==> config.mk <==
export PLATFORM = sky130hd
export DESIGN_NAME = first_fit_region_allocator_core
export DESIGN_NICKNAME = d
export VERILOG_FILES = /design/src/sv/ffra_pkg.sv /design/src/sv/ffra_ram.sv /design/src/sv/first_fit_region_allocator_core.sv
export SDC_FILE = /design/constraint.sdc
export NUM_CORES = 2
export LEC_CHECK = 0
export ABC_AREA = 0
export BUFFER_PORTS_ARGS = -buffer_cell sky130_fd_sc_hd__buf_2
export CAP_MARGIN = 20
export CELL_PAD_IN_SITES_DETAIL_PLACEMENT = 1
export CELL_PAD_IN_SITES_GLOBAL_PLACEMENT = 1
export CORE_MARGIN = 2
export CORE_UTILIZATION = 55
export DETAILED_ROUTE_END_ITERATION = 8
export PLACE_DENSITY = 0.95
export SYNTH_ARGS = -nofsm -noshare
export SYNTH_HDL_FRONTEND = slang
export SYNTH_SLANG_ARGS = --single-unit
==> constraint.sdc <==
create_clock -name clock -period 13.8 [get_ports clock]
set_input_delay 4.14 -clock clock [delete_from_list [all_inputs] [get_ports clock]]
set_output_delay 4.14 -clock clock [all_outputs]
set_load 0.005 [all_outputs]
==> src/sv/ffra_pkg.sv <==
// shared constants for the first-fit region allocator
package ffra_pkg;

   localparam int MaxSegmentsDefault       = 16;
   localparam int BlockHeaderBytesDefault  = 24;
   localparam int RegionHeaderBytesDefault = 16;

   localparam int DataW  = 32;
   localparam int AlignW = 16;

   localparam logic [DataW-1:0]  RegionSizeReset = 32'd65536;
   localparam logic [AlignW-1:0] AlignMaskReset  = 16'd63;

   typedef enum logic [1:0] {
      ST_OK       = 2'd0,
      ST_NO_SPACE = 2'd1,
      ST_FULL     = 2'd2
   } status_type;

   typedef enum logic [0:0] {
      CSR_REGION_SIZE = 1'b0,
      CSR_ALIGN_MASK  = 1'b1
   } csr_index_type;

   typedef enum logic [0:0] {
      REQ_ALLOC = 1'b0,
      REQ_FREE  = 1'b1
   } req_kind_type;

endpackage

==> src/sv/ffra_ram.sv <==
// generic simple dual-port ram with registered read
module ffra_ram #(
   parameter int WIDTH = 64,
   parameter int DEPTH = 16
) (
   input  logic                     clock,
   input  logic                     wr_en,
   input  logic [$clog2(DEPTH)-1:0] wr_addr,
   input  logic [WIDTH-1:0]         wr_data,
   input  logic [$clog2(DEPTH)-1:0] rd_addr,
   output logic [WIDTH-1:0]         rd_data
);

   logic [WIDTH-1:0] mem_ff [DEPTH];
   logic [WIDTH-1:0] rd_data_ff;

   always_ff @(posedge clock) begin
      if (wr_en) begin
         mem_ff[wr_addr] <= wr_data;
      end
      rd_data_ff <= mem_ff[rd_addr];
   end

   assign rd_data = rd_data_ff;

endmodule

==> src/sv/first_fit_region_allocator_core.sv <==
// first-fit region allocator core with segment table in ram
//
//  channel | direction | handshake          | payload
//  req     | in        | req_valid/req_stall | req_type, req_size, req_block_offset, req_block_size
//  rsp     | out       | rsp_valid/rsp_stall | rsp_status, rsp_result_offset, rsp_granted_size
//  csr     | in        | csr_valid/csr_ready | csr_index, csr_data
//
//  each table entry scanned passes S_SCAN_RD and S_SCAN_EV, and each entry shifted passes
//  a read state and a write state, set by the single read port of the segment ram
//  reset and each register write rebuild the table in state S_REBUILD; no item is taken then
//  one item is worked at a time; a finished result waits in the output register
//  rsp_stall holds the output register; the next item is still taken, but its result waits in S_DONE
module first_fit_region_allocator_core #(
   parameter int MAX_SEGMENTS        = ffra_pkg::MaxSegmentsDefault,
   parameter int BLOCK_HEADER_BYTES  = ffra_pkg::BlockHeaderBytesDefault,
   parameter int REGION_HEADER_BYTES = ffra_pkg::RegionHeaderBytesDefault
) (
   input  logic        clock,
   input  logic        reset,
   input  logic        req_valid,
   output logic        req_stall,
   input  logic        req_type,
   input  logic [31:0] req_size,
   input  logic [31:0] req_block_offset,
   input  logic [31:0] req_block_size,
   output logic        rsp_valid,
   input  logic        rsp_stall,
   output logic [1:0]  rsp_status,
   output logic [31:0] rsp_result_offset,
   output logic [31:0] rsp_granted_size,
   input  logic        csr_valid,
   output logic        csr_ready,
   input  logic        csr_index,
   input  logic [31:0] csr_data
);

   localparam int AW = $clog2(MAX_SEGMENTS);
   localparam int CW = $clog2(MAX_SEGMENTS + 1);
   localparam logic [CW-1:0] MaxCount = CW'(MAX_SEGMENTS);
   localparam logic [31:0] Bh = 32'(BLOCK_HEADER_BYTES);
   localparam logic [17:0] Rh18 = 18'(REGION_HEADER_BYTES);
   localparam logic [17:0] Bh18 = 18'(BLOCK_HEADER_BYTES);

   typedef enum logic [9:0] {
      S_REBUILD = 10'b0000000001,
      S_IDLE    = 10'b0000000010,
      S_SCAN_RD = 10'b0000000100,
      S_SCAN_EV = 10'b0000001000,
      S_NEXT_EV = 10'b0000010000,
      S_RM_RD   = 10'b0000100000,
      S_RM_WR   = 10'b0001000000,
      S_INS_RD  = 10'b0010000000,
      S_INS_WR  = 10'b0100000000,
      S_DONE    = 10'b1000000000
   } state_type;

   state_type        state_ff, state_in;
   logic [31:0]      region_ff, region_in;
   logic [15:0]      align_ff, align_in;
   logic [CW-1:0]    count_ff, count_in;
   logic [CW-1:0]    idx_ff, idx_in;
   logic [CW-1:0]    kidx_ff, kidx_in;
   logic             kind_ff, kind_in;
   logic [31:0]      sz_ff, sz_in;
   logic [31:0]      boff_ff, boff_in;
   logic [31:0]      bsz_ff, bsz_in;
   logic [31:0]      seg_s_ff, seg_s_in;
   logic [32:0]      nl_ff, nl_in;
   logic [1:0]       st_ff, st_in;
   logic [31:0]      off_ff, off_in;
   logic [31:0]      gsz_ff, gsz_in;
   logic             rsp_valid_ff, rsp_valid_in;
   logic [1:0]       rsp_status_ff, rsp_status_in;
   logic [31:0]      rsp_off_ff, rsp_off_in;
   logic [31:0]      rsp_gsz_ff, rsp_gsz_in;

   logic             wr_en;
   logic [AW-1:0]    wr_addr;
   logic [63:0]      wr_data;
   logic [AW-1:0]    rd_addr;
   logic [63:0]      rd_data;

   logic             req_acc, csr_acc, rsp_free;
   logic [31:0]      rs, rl, cur;
   logic [32:0]      cend, send, sum33, sz_bh, nl_free_lo, nl_free_hi;
   logic [33:0]      aligned34, nl_end, ml;
   logic [17:0]      hs, bs, m18;
   logic [32:0]      m33;

   ffra_ram #(.WIDTH(64), .DEPTH(MAX_SEGMENTS)) u_table (
      .clock   (clock),
      .wr_en   (wr_en),
      .wr_addr (wr_addr),
      .wr_data (wr_data),
      .rd_addr (rd_addr),
      .rd_data (rd_data)
   );

   assign req_stall = (state_ff != S_IDLE) || csr_valid;
   assign csr_ready = (state_ff == S_IDLE);
   assign req_acc   = req_valid && !req_stall;
   assign csr_acc   = csr_valid && csr_ready;
   assign rsp_free  = !rsp_valid_ff || !rsp_stall;

   assign rs = rd_data[63:32];
   assign rl = rd_data[31:0];
   assign m18 = {2'b00, align_ff};
   assign m33 = {17'd0, align_ff};
   assign hs = (Rh18 + m18) & ~m18;
   assign bs = (Bh18 + m18) & ~m18;
   assign sum33 = {1'b0, req_size} + {1'b0, Bh};
   assign aligned34 = ({1'b0, sum33} + {1'b0, m33}) & ~{1'b0, m33};
   assign cur = boff_ff - Bh;
   assign cend = {1'b0, cur} + {1'b0, bsz_ff};
   assign send = {1'b0, rs} + {1'b0, rl};
   assign sz_bh = {1'b0, sz_ff} + {1'b0, Bh};
   assign nl_free_lo = {1'b0, bsz_ff} + {1'b0, rl};
   assign nl_free_hi = {1'b0, rl} + {1'b0, bsz_ff};
   assign nl_end = {2'b00, seg_s_ff} + {1'b0, nl_ff};
   assign ml = {1'b0, nl_ff} + {2'b00, rl};

   always_comb begin
      state_in = state_ff;
      region_in = region_ff;
      align_in = align_ff;
      count_in = count_ff;
      idx_in = idx_ff;
      kidx_in = kidx_ff;
      kind_in = kind_ff;
      sz_in = sz_ff;
      boff_in = boff_ff;
      bsz_in = bsz_ff;
      seg_s_in = seg_s_ff;
      nl_in = nl_ff;
      st_in = st_ff;
      off_in = off_ff;
      gsz_in = gsz_ff;
      rsp_valid_in = rsp_valid_ff && rsp_stall;
      rsp_status_in = rsp_status_ff;
      rsp_off_in = rsp_off_ff;
      rsp_gsz_in = rsp_gsz_ff;
      wr_en = 1'b0;
      wr_addr = idx_ff[AW-1:0];
      wr_data = {seg_s_ff, nl_ff[31:0]};
      rd_addr = idx_ff[AW-1:0];

      unique case (state_ff)
         S_REBUILD: begin
            if ({1'b0, region_ff} < {15'd0, hs} + {15'd0, bs}) begin
               count_in = '0;
            end else begin
               wr_en = 1'b1;
               wr_addr = '0;
               wr_data = {{14'd0, hs}, region_ff - {14'd0, hs}};
               count_in = CW'(1);
            end
            state_in = S_IDLE;
         end
         S_IDLE: begin
            if (csr_acc) begin
               if (csr_index == ffra_pkg::CSR_REGION_SIZE) begin
                  region_in = csr_data;
               end else begin
                  align_in = csr_data[15:0];
               end
               state_in = S_REBUILD;
            end else if (req_acc) begin
               kind_in = req_type;
               boff_in = req_block_offset;
               bsz_in = req_block_size;
               sz_in = aligned34[31:0];
               idx_in = '0;
               off_in = '0;
               gsz_in = '0;
               if (req_type == ffra_pkg::REQ_ALLOC &&
                   (sum33[32] || aligned34[33:32] != 2'b00)) begin
                  st_in = ffra_pkg::ST_NO_SPACE;
                  state_in = S_DONE;
               end else begin
                  state_in = S_SCAN_RD;
               end
            end
         end
         S_SCAN_RD: begin
            if (idx_ff == count_ff) begin
               state_in = S_DONE;
               if (kind_ff == ffra_pkg::REQ_ALLOC) begin
                  st_in = ffra_pkg::ST_NO_SPACE;
               end else if (count_ff == MaxCount) begin
                  st_in = ffra_pkg::ST_FULL;
               end else begin
                  wr_en = 1'b1;
                  wr_addr = count_ff[AW-1:0];
                  wr_data = {cur, bsz_ff};
                  count_in = count_ff + CW'(1);
                  off_in = boff_ff;
                  gsz_in = bsz_ff;
                  st_in = ffra_pkg::ST_OK;
               end
            end else begin
               state_in = S_SCAN_EV;
            end
         end
         S_SCAN_EV: begin
            rd_addr = AW'(idx_ff + CW'(1));
            if (kind_ff == ffra_pkg::REQ_ALLOC) begin
               if (rl >= sz_ff) begin
                  st_in = ffra_pkg::ST_OK;
                  off_in = rs + Bh;
                  if ({1'b0, rl} < sz_bh) begin
                     gsz_in = rl;
                     kidx_in = idx_ff;
                     state_in = S_RM_RD;
                  end else begin
                     wr_en = 1'b1;
                     wr_data = {rs + sz_ff, rl - sz_ff};
                     gsz_in = sz_ff;
                     state_in = S_DONE;
                  end
               end else begin
                  idx_in = idx_ff + CW'(1);
                  state_in = S_SCAN_RD;
               end
            end else begin
               off_in = boff_ff;
               gsz_in = bsz_ff;
               if (cur < rs) begin
                  if (cend == {1'b0, rs}) begin
                     state_in = S_DONE;
                     if (nl_free_lo[32]) begin
                        st_in = ffra_pkg::ST_NO_SPACE;
                     end else begin
                        wr_en = 1'b1;
                        wr_data = {cur, nl_free_lo[31:0]};
                        st_in = ffra_pkg::ST_OK;
                     end
                  end else if (count_ff == MaxCount) begin
                     st_in = ffra_pkg::ST_FULL;
                     state_in = S_DONE;
                  end else begin
                     kidx_in = count_ff;
                     state_in = S_INS_RD;
                  end
               end else if (send == {1'b0, cur}) begin
                  if (nl_free_hi[32]) begin
                     st_in = ffra_pkg::ST_NO_SPACE;
                     state_in = S_DONE;
                  end else if (idx_ff + CW'(1) < count_ff) begin
                     seg_s_in = rs;
                     nl_in = nl_free_hi;
                     state_in = S_NEXT_EV;
                  end else begin
                     wr_en = 1'b1;
                     wr_data = {rs, nl_free_hi[31:0]};
                     st_in = ffra_pkg::ST_OK;
                     state_in = S_DONE;
                  end
               end else begin
                  idx_in = idx_ff + CW'(1);
                  state_in = S_SCAN_RD;
               end
            end
         end
         S_NEXT_EV: begin
            if (nl_end == {2'b00, rs}) begin
               if (ml[33:32] != 2'b00) begin
                  st_in = ffra_pkg::ST_NO_SPACE;
                  state_in = S_DONE;
               end else begin
                  wr_en = 1'b1;
                  wr_data = {seg_s_ff, ml[31:0]};
                  st_in = ffra_pkg::ST_OK;
                  kidx_in = idx_ff + CW'(1);
                  state_in = S_RM_RD;
               end
            end else begin
               wr_en = 1'b1;
               wr_data = {seg_s_ff, nl_ff[31:0]};
               st_in = ffra_pkg::ST_OK;
               state_in = S_DONE;
            end
         end
         S_RM_RD: begin
            rd_addr = AW'(kidx_ff + CW'(1));
            if (kidx_ff + CW'(1) < count_ff) begin
               state_in = S_RM_WR;
            end else begin
               count_in = count_ff - CW'(1);
               state_in = S_DONE;
            end
         end
         S_RM_WR: begin
            wr_en = 1'b1;
            wr_addr = kidx_ff[AW-1:0];
            wr_data = rd_data;
            kidx_in = kidx_ff + CW'(1);
            state_in = S_RM_RD;
         end
         S_INS_RD: begin
            rd_addr = AW'(kidx_ff - CW'(1));
            if (kidx_ff > idx_ff) begin
               state_in = S_INS_WR;
            end else begin
               wr_en = 1'b1;
               wr_data = {cur, bsz_ff};
               count_in = count_ff + CW'(1);
               st_in = ffra_pkg::ST_OK;
               state_in = S_DONE;
            end
         end
         S_INS_WR: begin
            wr_en = 1'b1;
            wr_addr = kidx_ff[AW-1:0];
            wr_data = rd_data;
            kidx_in = kidx_ff - CW'(1);
            state_in = S_INS_RD;
         end
         S_DONE: begin
            if (rsp_free) begin
               rsp_valid_in = 1'b1;
               rsp_status_in = st_ff;
               rsp_off_in = (st_ff == ffra_pkg::ST_OK) ? off_ff : '0;
               rsp_gsz_in = (st_ff == ffra_pkg::ST_OK) ? gsz_ff : '0;
               state_in = S_IDLE;
            end
         end
         default: begin
            state_in = S_REBUILD;
         end
      endcase
   end

   always_ff @(posedge clock) begin
      if (reset) begin
         state_ff <= S_REBUILD;
         region_ff <= ffra_pkg::RegionSizeReset;
         align_ff <= ffra_pkg::AlignMaskReset;
         count_ff <= '0;
         rsp_valid_ff <= 1'b0;
      end else begin
         state_ff <= state_in;
         region_ff <= region_in;
         align_ff <= align_in;
         count_ff <= count_in;
         rsp_valid_ff <= rsp_valid_in;
      end
   end

   always_ff @(posedge clock) begin
      idx_ff <= idx_in;
      kidx_ff <= kidx_in;
      kind_ff <= kind_in;
      sz_ff <= sz_in;
      boff_ff <= boff_in;
      bsz_ff <= bsz_in;
      seg_s_ff <= seg_s_in;
      nl_ff <= nl_in;
      st_ff <= st_in;
      off_ff <= off_in;
      gsz_ff <= gsz_in;
      rsp_status_ff <= rsp_status_in;
      rsp_off_ff <= rsp_off_in;
      rsp_gsz_ff <= rsp_gsz_in;
   end

   assign rsp_valid = rsp_valid_ff;
   assign rsp_status = rsp_status_ff;
   assign rsp_result_offset = rsp_off_ff;
   assign rsp_granted_size = rsp_gsz_ff;

`ifndef SYNTHESIS
   a_count_bound: assert property (@(posedge clock) disable iff (reset)
      count_ff <= MaxCount)
      else $error("segment count above table depth");
   a_req_leaves_idle: assert property (@(posedge clock) disable iff (reset)
      req_acc |=> state_ff != S_IDLE)
      else $error("item accepted without starting work");
   a_csr_rebuild: assert property (@(posedge clock) disable iff (reset)
      csr_acc |=> state_ff == S_REBUILD)
      else $error("register write did not rebuild table");
   a_rebuild_one_cycle: assert property (@(posedge clock) disable iff (reset)
      state_ff == S_REBUILD |=> state_ff == S_IDLE)
      else $error("rebuild took more than one cycle");
`endif

endmodule
=== Yosys cells after proc, flatten, opt, wreduce, memory -nomap -nowiden ===
Memories as Yosys holds them, arrays and structs flattened. A register that Yosys moved wholly into a read port is not among the register bits.
Index checks and enable logic that the tools add are counted.

* Order comparisons: 7
* Multipliers: 0
* Muxes and demuxes: 120
* Eq/ne operators: 39
* Add/sub/neg operators: 21
* Div/mod/pow operators: 0
* Bitwise operators: 10
* Shifts and indexed selects: 0
* Reductions and logical operators: 30

{| class="wikitable"
|+ Operator list
! kind !! count
|-
| $mux 64 || 14
|-
| $mux 32 || 15
|-
| $pmux 64 s6 || 1
|-
| $pmux 32 s3 || 2
|-
| $mux 10 || 18
|-
| $add 32x32->33 || 5
|-
| $pmux 10 s10 || 1
|-
| $eq 33x32->1 || 3
|-
| $mux 5 || 19
|-
| $add 32x5->33 const B || 2
|-
| $pmux 5 s4 || 2
|-
| $and 17x18->18 || 2
|-
| $add 33x16->34 || 1
|-
| $add 5x16->17 const A || 2
|-
| $and 34x34->34 || 1
|-
| $not 16->34 || 1
|-
| $lt 32x33->1 || 1
|-
| $add 32x32->32 || 1
|-
| $add 32x5->32 const B || 1
|-
| $ge 32x32->1 || 1
|-
| $lt 32x19->1 || 1
|-
| $lt 32x32->1 || 1
|-
| $mux 2 || 16
|-
| $sub 32x18->32 || 1
|-
| other kinds (49) || 115
|}

* Bits in registers: 367
* Bits in writable memories: 1,024
* Bits of input ports: 135
* ROM bits: 0
* Latch bits: 0
* Output and inout port bits: 69
* Memories kept: 1
* Word-level logic and storage cells: 247

{| class="wikitable"
|+ Memories
! name !! depth !! bits a word !! rd ports !! clocked after Yosys merged registers in !! wr ports !! line !! text
|-
| u_table.mem_ff || 16 || 64 || 1 || 1 || 1 || ffra_ram.sv:14 || <nowiki>logic [WIDTH-1:0] mem_ff [DEPTH];</nowiki>
|}

=== Logic depth before layout (Yosys ltp) ===
* Depth in word-level cells: 10
* Mapped depth: 32
* Gate-level depth less buffers: 29

=== Modules after synthesis ===
Synthesis repeated with hierarchy kept, for this count alone.

* Cells, all modules: 6,342
* Area, all modules: 78,367.7 um2

{| class="wikitable"
|+ Modules (own cells, without submodules)
! module !! sequential area each (um2) !! cells each !! instances !! area each (um2)
|-
| ffra_ram || 32,030.7 || 1,647 || 1 || 39,581.7
|-
| first_fit_region_allocator_core || 10,380.0 || 4,695 || 1 || 38,785.9
|}

=== Worst setup path after synthesis ===
Ideal clock, no wire load.

* Path kind: in2out
* Start: in csr_valid
* End: out req_stall
* Arrival: 4.366 ns
* Path slack: 5.294 ns
* Stages on the path: 2
* Path buffers: 0
* Required time: 9.660 ns
* Cells stage by stage: nor2_1 inv_1

* Longest elaborated chain between the ends: 1

{| class="wikitable"
|+ Ends and longest elaborated chain
! what !! line !! text
|-
| start: declaration || first_fit_region_allocator_core.sv:31 || <nowiki>input logic csr_valid,</nowiki>
|-
| $logic_or 1x1->1 || first_fit_region_allocator_core.sv:99 || <nowiki>assign req_stall = (state_ff != S_IDLE) || csr_valid;</nowiki>
|-
| end: declaration || first_fit_region_allocator_core.sv:21 || <nowiki>output logic req_stall,</nowiki>
|}

Every way passes these cells.

=== Final worst setup path ===
* Start: reg boff_ff[3]
* End: mem u_table.mem_ff[8][54] (enable)

* Longest elaborated chain between the ends: 9
* Elaborated cells on any way between the ends: 12
* Classes of those cells: add/sub: 2; order compare: 1; eq/ne: 2; mux: 7

{| class="wikitable"
|+ Ends and longest elaborated chain
! what !! line !! text
|-
| start: declaration || first_fit_region_allocator_core.sv:65 || <nowiki>logic [31:0] boff_ff, boff_in;</nowiki>
|-
| start signal: assignment || first_fit_region_allocator_core.sv:354 || <nowiki>boff_ff <= boff_in;</nowiki>
|-
| $sub 32x5->32 * || first_fit_region_allocator_core.sv:113 || <nowiki>assign cur = boff_ff - Bh;</nowiki>
|-
| $add 32x32->33 || first_fit_region_allocator_core.sv:114 || <nowiki>assign cend = {1'b0, cur} + {1'b0, bsz_ff};</nowiki>
|-
| $eq 33x32->1 || first_fit_region_allocator_core.sv:228 || <nowiki>if (cend == {1'b0, rs}) begin</nowiki>
|-
| $mux 1 || first_fit_region_allocator_core.sv:228 ||
|-
| $mux 1 * || first_fit_region_allocator_core.sv:227 || <nowiki>if (cur < rs) begin</nowiki>
|-
| $mux 1 * || first_fit_region_allocator_core.sv:206 || <nowiki>if (kind_ff == ffra_pkg::REQ_ALLOC) begin</nowiki>
|-
| $pmux 1 s6 * || first_fit_region_allocator_core.sv:147 || <nowiki>unique case (state_ff)</nowiki>
|-
| $mux 1 * || ffra_ram.sv:18 || <nowiki>if (wr_en) begin</nowiki>
|-
| $mux 1 (implied by the code) * || ffra_ram.sv:19 || <nowiki>mem_ff[wr_addr] <= wr_data;</nowiki>
|-
| end: declaration || ffra_ram.sv:14 ||
|}

Every way passes the cells marked *; elsewhere a longest branch is shown, timed or not.

==> results_dict.tcl <==
set metrics [dict create \
    wirelength_mm 357 \
    hp-class "reg2reg" \
    clock_latency_ns 0.85 \
    synth-async-reset-ratio_pct 0 \
    p_int_mw 8.03 \
    cts_hold_buf 0 \
    p_comb_share_pct 16.3 \
    max_freq_mhz 101 \
    cts_setup_buffers 0 \
    power_frac_clock_pct 37.4 \
    cts_tree "yes" \
    fp.dieW_um 384 \
    grt_pass1_vias 70300 \
    ios 204 \
    place_hpwl_mm 233 \
    synth_nets 7888 \
    num_vias 70800 \
    setup_tns_ns 0 \
    final_common_cell "edfxtp_1" \
    fin_util_pct 61.6 \
    r2r_start "boff_ff[3]" \
    clock_skew_ns 0.0778 \
    cts.sinks 1455 \
    root_buffer "clkbuf_16" \
    syn_inst 7387 \
    yosysWarnings 0 \
    synth_area_um2 79400 \
    h-tree-depth 4 \
    routabilityCongestion 1.10 \
    path_common_cell "buf_4" \
    slew_headroom_pct 4.89 \
    synth_edf_count 1327 \
    final_cell_mix "1327 x edfxtp_1, 984 x nand2_1, 519 x a21oi_1" \
    cp_slowest_cell "nor2_4" \
    p_per_area_nw_per_um2 130 \
    cts_buffers 151 \
    fin_crit_ns 9.93 \
    holdPathEnd "align_ff[2]" \
    worst-setup-path-type "reg2reg" \
    overflow 0 \
    clk_pin_slew_ns 0.06 \
    status "finished clean" \
    cp_max_fo 41 \
    synth_top_flop_cell "edfxtp_1" \
    nNetsFinal 8045 \
    ys_types 96 \
    finalSetupViolCount 0 \
    total_leakage_power_nw 31.3 \
    cp.required_ns 14.24 \
    switchingPower_mw 3.46 \
    seq_area_frac_synth_pct 53.4 \
    end_kind "flop" \
    grt_pass1_wl_mm 505 \
    ant_nets 0 \
    drt_pass1_iterations 7 \
    drtIter0Drc 10800 \
    rsz0062_at_grt "false" \
    drc 0 \
    tightestPinTransition_ns 1.41 \
    grt_max_degree 189 \
    syn_area_per_cell_um2 10.7 \
    drv_slew 0 \
    track_usage_pct 47.6 \
    r2r_end "u_table.mem_ff[8][54]" \
    initial_utilization_pct 55.3 \
    chipHeight_um 384 \
    whs_path_depth 2 \
    cp.arrival_ns 10.38 \
    slowest_delay_ns 0.91 \
    numPortBuffers 203 \
    antenna_found_initial 27 \
    power.share.switching_pct 30.1 \
    wl_per_cell_um 37.3 \
    placementRows 139 \
    dieArea_um2 147000 \
    ir_drop_v 0.000166 \
    pwr-share-seq_pct 46.3 \
    syn2layout_area_growth_pct 11.3 \
    period_share_pct 72.0 \
    synth_seq_cells 1455 \
    r2r_cells 21 \
    min_from "align_ff[2]" \
    post_cts_resized 0 \
    start_kind "flop" \
    core_um2 143000 \
    r2r_setup_slack_ns 3.87 \
    drive_gt1_share_pct 9.71 \
    hold_viol 0 \
    path_cells "a2111oi_2, nand4_1, nor3_1, xor2_1, ha_1, nand2_1, o21ai_0, nor2_1, a2111oi_0, and4b_1, nand4_1, or4_1, nor4_1, buf_4, nand2b_1, o211ai_1, buf_4, a21boi_1, nand2_1, nor2_4, buf_4" \
    cts_max_path_buffers 3 \
    via_per_inst 7.38 \
    maxCapViolations 0 \
]
-- final cells by class --
| class | instances | area [um2] |
|---|---|---|
| Tap cell | 1903 | 2380 |
| Timing Repair Buffer | 411 | 2730 |
| Clock inverter | 85 | 986 |
| Clock buffer | 194 | 4040 |
| Fill cell | 14800 | 55100 |
| Sequential cell | 1455 | 42400 |
| Multi-Input combinational cell | 5342 | 35100 |
| Inverter | 183 | 689 |
| Antenna cell | 11 | 27.5 |
-- routing by layer --
layer / GRT usage (%) / part of all wire, % / vias up
met5: 0 / 0.048 / -
li1: - / - / 28400
met1: 58.4 / 35 / 34800
met3: 15.3 / 13 / 1694
met2: 69.7 / 43 / 5882
met4: 36.6 / 9.3 / 22
-- critical path, delay by kind of cell (launching register included) --
family / cells / cell delay, ns
AOI/OAI and AO/OA: 5 / 2.65
buffers and inverters: 3 / 1.38
adders and majority gates: 1 / 0.38
and+or+nand+nor: 11 / 3.95
xor gates and xnor gates: 1 / 0.58
DFF: 1 / 0.56
-- worst max-delay path by stage --
stage	start	to	slack, ns	cells past startpoint
4_1_cts	boff_ff[3]	u_table.mem_ff[3][50]	4.06	22
5_1_grt	boff_ff[3]	u_table.mem_ff[4][55]	3.63	21
3_3_place_gp	boff_ff[3]	u_table.mem_ff[3][58]	4.63	24
3_5_place_dp	boff_ff[3]	u_table.mem_ff[3][63]	4.16	22
6_report	boff_ff[3]	u_table.mem_ff[8][54]	3.87	21
2_1_floorplan	csr_valid	req_stall	5.29	2
-- cell families after synthesis --
| kind of cell | count (synthesis) | synth area share, % |
|---|---|---|
| and+or+nand+nor | 2327 | 14.1 |
| AOI/OAI and AO/OA | 2184 | 18.5 |
| DFF | 1455 | 53.4 |
| buffers and inverters | 590 | 2.82 |
| xor gates and xnor gates | 409 | 4.60 |
| adders and majority gates | 366 | 5.85 |
| muxes | 56 | 0.715 |
-- synthesized netlist by cell type, drive strengths merged, types with 30 or more instances --
master	instances	share of area (%)
a221oi	46	0.51
xor2	139	1.5
ha	357	5.6
nor2	352	1.7
xnor2	265	2.9
nand2b	60	0.47
a21o	96	0.91
and2	339	2.7
a21oi	522	3.3
nor2b	36	0.28
o21a	64	0.61
edfxtp	1327	50
nand3	120	0.76
a311oi	137	1.5
nor4	43	0.34
clkbuf	382	1.8
a221o	38	0.48
inv	183	0.87
o211ai	35	0.33
nand4	71	0.56
and3	47	0.38
o21ai	312	2.0
nor3	126	0.80
o22ai	48	0.38
a211oi	402	3.8
nand2	986	4.7
dfxtp	128	3.2
o221ai	38	0.43
or3	30	0.24
a31oi	181	1.4
mux2i	50	0.63
o21bai	37	0.35
-- power groups by stage --
stage	Sequential, mW	Clock, mW	Combinational [mW]
global placement	5.38	0	1.60
global route	5.32	4.41	1.90
finish	5.32	4.30	1.87
detailed placement	5.40	0	1.70
CTS	5.32	4.28	1.75
floorplan	5.38	0	0.921
-- metrics by stage --
step	cell area [um2]	hold slack, ns	total power, mW	worst slack (ns)	instances
5_1_grt	88300	0.516	11.6	3.63	9573
6_report	88300	0.501	11.5	3.87	9584
3_3_place_gp	83000	0.475	6.98	4.63	9271
2_1_floorplan	79400	0.427	6.30	5.29	7387
4_1_cts	88200	0.501	11.3	4.06	9565
3_5_place_dp	83200	0.492	7.10	4.16	9286
-- registers in the layout, indices dropped and copies added (netlist names), 10 cells and up --
signal / count
u_table.mem_ff: 1024
sz_ff: 32
u_table.rd_data: 64
region_ff: 32
seg_s_ff: 32
off_ff: 32
nl_ff: 32
state_ff: 10
gsz_ff: 32
boff_ff: 32
rsp_granted_size: 32
rsp_result_offset: 32
bsz_ff: 32
align_ff: 16
Power figures use the tool's default switching activity.
